==> config.mk <==
export PLATFORM = sky130hd
export DESIGN_NAME = bht_ram
export DESIGN_NICKNAME = d
export VERILOG_FILES = /design/src/hw/rtl/bht_ram.sv
export SDC_FILE = /design/constraint.sdc
export NUM_CORES = 1
export LEC_CHECK = 0
export ABC_AREA = 0
export BUFFER_PORTS_ARGS = -buffer_cell sky130_fd_sc_hd__buf_2
export CORE_MARGIN = 2
export CORE_UTILIZATION = 54
export CTS_BUF_LIST = sky130_fd_sc_hd__clkbuf_16
export DETAILED_ROUTE_END_ITERATION = 6
export PLACE_DENSITY = 0.74
export SLEW_MARGIN = 25
export SYNTH_ARGS = -nofsm -noshare
export SYNTH_HDL_FRONTEND = slang
export SYNTH_SLANG_ARGS = --single-unit
==> constraint.sdc <==
create_clock -name clk -period 1.9 [get_ports clk]
set_clock_uncertainty 0.1 [all_clocks]
set_input_delay 0.285 -clock clk [delete_from_list [all_inputs] [get_ports clk]]
set_output_delay 0.285 -clock clk [all_outputs]
set_load 0.02 [all_outputs]
==> src/hw/rtl/bht_ram.sv <==
`timescale 1ns / 1ps
`default_nettype none
// ----------------------------------------------------------------------------
// bht_ram
// generic single write port, single read port ram with registered read
// ----------------------------------------------------------------------------
module bht_ram #(
  parameter int WIDTH = 8,
  parameter int DEPTH = 16
) (
  input  wire logic                                    clk,
  input  wire logic                                    wr_en,
  input  wire logic [((DEPTH > 1) ? $clog2(DEPTH) : 1)-1:0] wr_addr,
  input  wire logic [WIDTH-1:0]                        wr_data,
  input  wire logic                                    rd_en,
  input  wire logic [((DEPTH > 1) ? $clog2(DEPTH) : 1)-1:0] rd_addr,
  output logic      [WIDTH-1:0]                        rd_data
);

  logic [WIDTH-1:0] mem [DEPTH];

  always_ff @(posedge clk) begin
    if (wr_en) begin
      mem[wr_addr] <= wr_data;
    end
    if (rd_en) begin
      rd_data <= mem[rd_addr];
    end
  end

endmodule
`default_nettype wire

After elaboration in Yosys (flattened, before gate mapping)
Memory sizes are Yosys's and may differ from the RTL's. A register that Yosys moved wholly into a read port is not among the register bits.
Cells that the tools add are included.
{ "totals": {"mem_count": 1, "mem_bits_rw": 128, "out_inout_bits": 8, "latch_bits": 0, "romBits": 0, "word_cells": 3, "inputBits": 19, "register_bits": 0} }
{ "memory_table": {"columns": ["memory", "depth", "word_bits", "read_ports", "rd_clocked_by_memory_dff", "write_ports", "line_no", "text"], "rows": [
  ["mem", 16, 8, 1, 1, 1, "20", "logic [WIDTH-1:0] mem [DEPTH];"]
]} }
{ "classes": {"n_reduce_logical": 0, "add_sub_neg": 0, "div_mod_pow": 0, "mul": 0, "shift": 0, "mux": 2, "n_bitwise": 0, "n_eq_ne": 0, "order_cmp": 0} }
{ "ops": {"columns": ["op", "count"], "rows": [
  ["1-bit 2-to-1 mux", 2]
]} }

Logic depth before layout (Yosys ltp)
{ "logic_depth": {"word_depth": 2, "depth_mapped": 5} }

Least setup slack after synthesis
No wires, ideal clock.
{ "synth_path": {"path_kind": "input -> register", "from": "in wr_addr[2] in the netlist's numbering", "to": "mem mem[0][0] (enable)", "arrival_time_ns": 1.395, "path_buffers": 0, "slack_ns": 0.022, "setup_time_ns": 0.383, "cell_stages": 2, "path_cell_list": "or3b_2 nor3_1"} }
{ "synth_rtl": {"columns": ["element", "line_no", "text"], "rows": [
  ["from (decl)", "13", "input wire logic [((DEPTH > 1) ? $clog2(DEPTH) : 1)-1:0] wr_addr,"],
  ["to (decl)", "20", null]
]} }
No word-level cell before the write port.

==> flow_summary.toml <==
[timing]
setup_viol = 0
drv_slew = 0
hold-worst-slack_ns = 0.1543
slew_headroom_pct = 75.51
min_period_ns = 1.627
tightest_slew_ns = 0.3674
setup_tns_ns = 0
hold_viol_final = 0
rsz0062_at_grt = "false"
min_period_over_period_pct = 85.64
max_freq_mhz = 614.6

[logic_synthesis]
seq_area_frac_synth_pct = 78.12
synth_top_family_by_area = "multiplexers"
syn_inst = 229
synth_area_leader_cell = "edfxtp_1"
yosysUniqueCellTypes = 18
synth_most_common_cell = "edfxtp_1"
synth_fa_ha_area_share_pct = 0
synth.area.mux_share_pct = 14.79
synth_ff_type = "edfxtp_1"
synth_compound_area_share_pct = 2.298
synthArstFlopShare_pct = 0
synth_edf_count = 136
synth_top_area_share_pct = 78.12
ys_top_cells_by_count = "edfxtp_1, mux4_2, a22oi_1"
synth_area_sq_mm = 0.005228
synth-xor-area-share_pct = 0
syn-num-nets = 248
yosys-top-cells-area = "edfxtp_1, mux4_2, mux4_1"
ys_ff_latch = 136
synth_area_per_cell_sq_um = 22.83
ys.warnings.count = 0
yosys.area_share.simple_pct = 3.135

[grt]
grt.overflow.total = 0
grtUsageMet2_pct = 33.60
grt_max_degree = 33
grt_pass1_wl_microns = 14990
grt_usage_pct = 21.00
grt_pass1_vias = 2612
met3_usage_pct = 6.908
use_met1_pct = 26.95
antenna_found_initial = 0
top_usage_layer = "met2"

[route]
routed_wl_microns = 9585
antenna_left = 0
drc = 0
drt_pass1_iterations = 4
wl_per_cell_microns = 22.39
routed_via_density = 5.881
drt_iter0_drc = 219
num_vias = 2517

[clock_tree]
insertion_delay_ns = 0.40
cts.reportedPaths.clkPinSlew_ns = 0.06
cts_root_buf = "clkbuf_16"
htreeDepth = 4
cts_buffers = 17
cts.sinks = 136
post_cts_buffers = 0
cts-hold-fix-buffers = 0
cts.path.max_buffers = 2
cts.repair.resized = 0
cts_tree = "yes"

[setup_path]
r2r_slack_ns = 0.27
worstPathMaxFanout = 1
crit_arrival_ns = 1.67
cp-endpoint = "rd_data[7]$_DFFE_PP_"
rr_startpoint = "mem[10][7]$_DFFE_PP_"
cp.required_ns = 1.94
cp-end-kind = "register"
crit_type = "register to register"
startpoint = "mem[10][7]$_DFFE_PP_"
startpoint_type = "register"
regToRegEndpoint = "rd_data[7]$_DFFE_PP_"
reg2regPathDepth = 3

[layout]
final_cell_area_sq_mm = 0.006191
fin_nets = 305
drive_gt1_share_pct = 32.44
fin_cells = 428
areaGrowthSynthToFinish_pct = 18.43
diodes = 0

[hold_path]
holdPathStages = 1
hp-class = "input port to register"

[place]
placed_area_sq_mm = 0.005635
routabilityCongestion = 0.7491
placed_cells = 396
port-buffer-count = 26

[power]
leakage_uw = 0.002103
vdd_drop_max_mv = 0.5652
power.density_mw_per_mm2 = 1085
total_power_uw = 6718

[floorplanning]
rows = 35
fp.dieH_microns = 102.4
coreArea_sq_mm = 0.009328
pin_count = 27
die_x_microns = 102.4
start_util_pct = 56.04
die_area_sq_mm = 0.01048

[outcome]
status = "complete, no violations"

[run]
max-cap-violations = 0
[sequential cells by signal, summed over array words and instances (netlist names)]
signal   count
mem        128
rd_data      8
[worst max-delay path, stage by stage (launching register included)]
cell and delay [ns]:
edfxtp_1 0.37, mux4_2 0.46, a22oi_1 0.33, nand2_1 0.10
[metrics by stage]
step | setup WS, ns | utilization (%)
floorplan | 0.02213 | -
global placement | 0.01393 | 60.42
detailed placement | 0.002763 | 60.42
CTS | 0.2679 | 66.37
global route | 0.2455 | 66.37
finish | 0.2729 | 66.37
[per-layer routing]
layer / wire (microns) / share of wire [%] / up-vias
li1: - / - / 1100
met1: 3793 / 40 / 1309
met2: 4969 / 52 / 102
met3: 707 / 7.4 / 6
met4: 115 / 1.2 / 0
met5: 0 / 0 / -
[worst min path at each step]
stage                     from              endpoint  slack, ns
floorplan           wr_data[0]   mem[0][0]$_DFFE_PP_       0.28
global placement         rd_en  rd_data[0]$_DFFE_PP_       0.56
detailed placement       rd_en  rd_data[0]$_DFFE_PP_       0.56
CTS                      rd_en  rd_data[0]$_DFFE_PP_       0.14
global route             rd_en  rd_data[0]$_DFFE_PP_       0.14
finish                   rd_en  rd_data[0]$_DFFE_PP_       0.15
[cells by family (layout without fill, tap and decap cells)]
group           Yosys count  count (layout)
compound gates           16              16
flops                   136             136
buf+inv                  10              80
simple gates             35              35
mux                      32              32
[cell usage in the layout (no fill, tap or decap)]
| cell type | n |
|---|---|
| edfxtp_1 | 136 |
| buf_2 | 26 |
| buf_4 | 19 |
| mux4_2 | 18 |
| clkbuf_16 | 17 |
| a22oi_1 | 16 |
| mux4_1 | 14 |
| nor2_1 | 13 |
| nand2_1 | 9 |
| nor3_1 | 4 |
| clkinvlp_4 | 4 |
| clkinv_4 | 4 |
| buf_12 | 3 |
| nand3b_1 | 2 |
| nand2b_1 | 2 |
| clkinv_2 | 2 |
| inv_6 | 2 |
| nor2b_1 | 1 |
| and2_1 | 1 |
| and2b_1 | 1 |
| nand3_1 | 1 |
| or3b_2 | 1 |
| inv_1 | 1 |
| bufinv_16 | 1 |
| clkinv_1 | 1 |
[report_power, final]
| group | switching, uW | internal [uW] |
|---|---|---|
| sequential | 20.5 | 3380 |
| clock | 1200 | 1800 |
| combinational | 185 | 139 |
| total | 1400 | 5320 |
[final cells by class]
cell class	instances	area, sq um
multi-input combinational	83	1057
clock buffer	17	425.4
fill	574	3137
timing repair buffer	48	332.8
sequential	136	4084
clock inverter	15	130.1
tap	129	161.4
(Power assumes the default switching activity.)
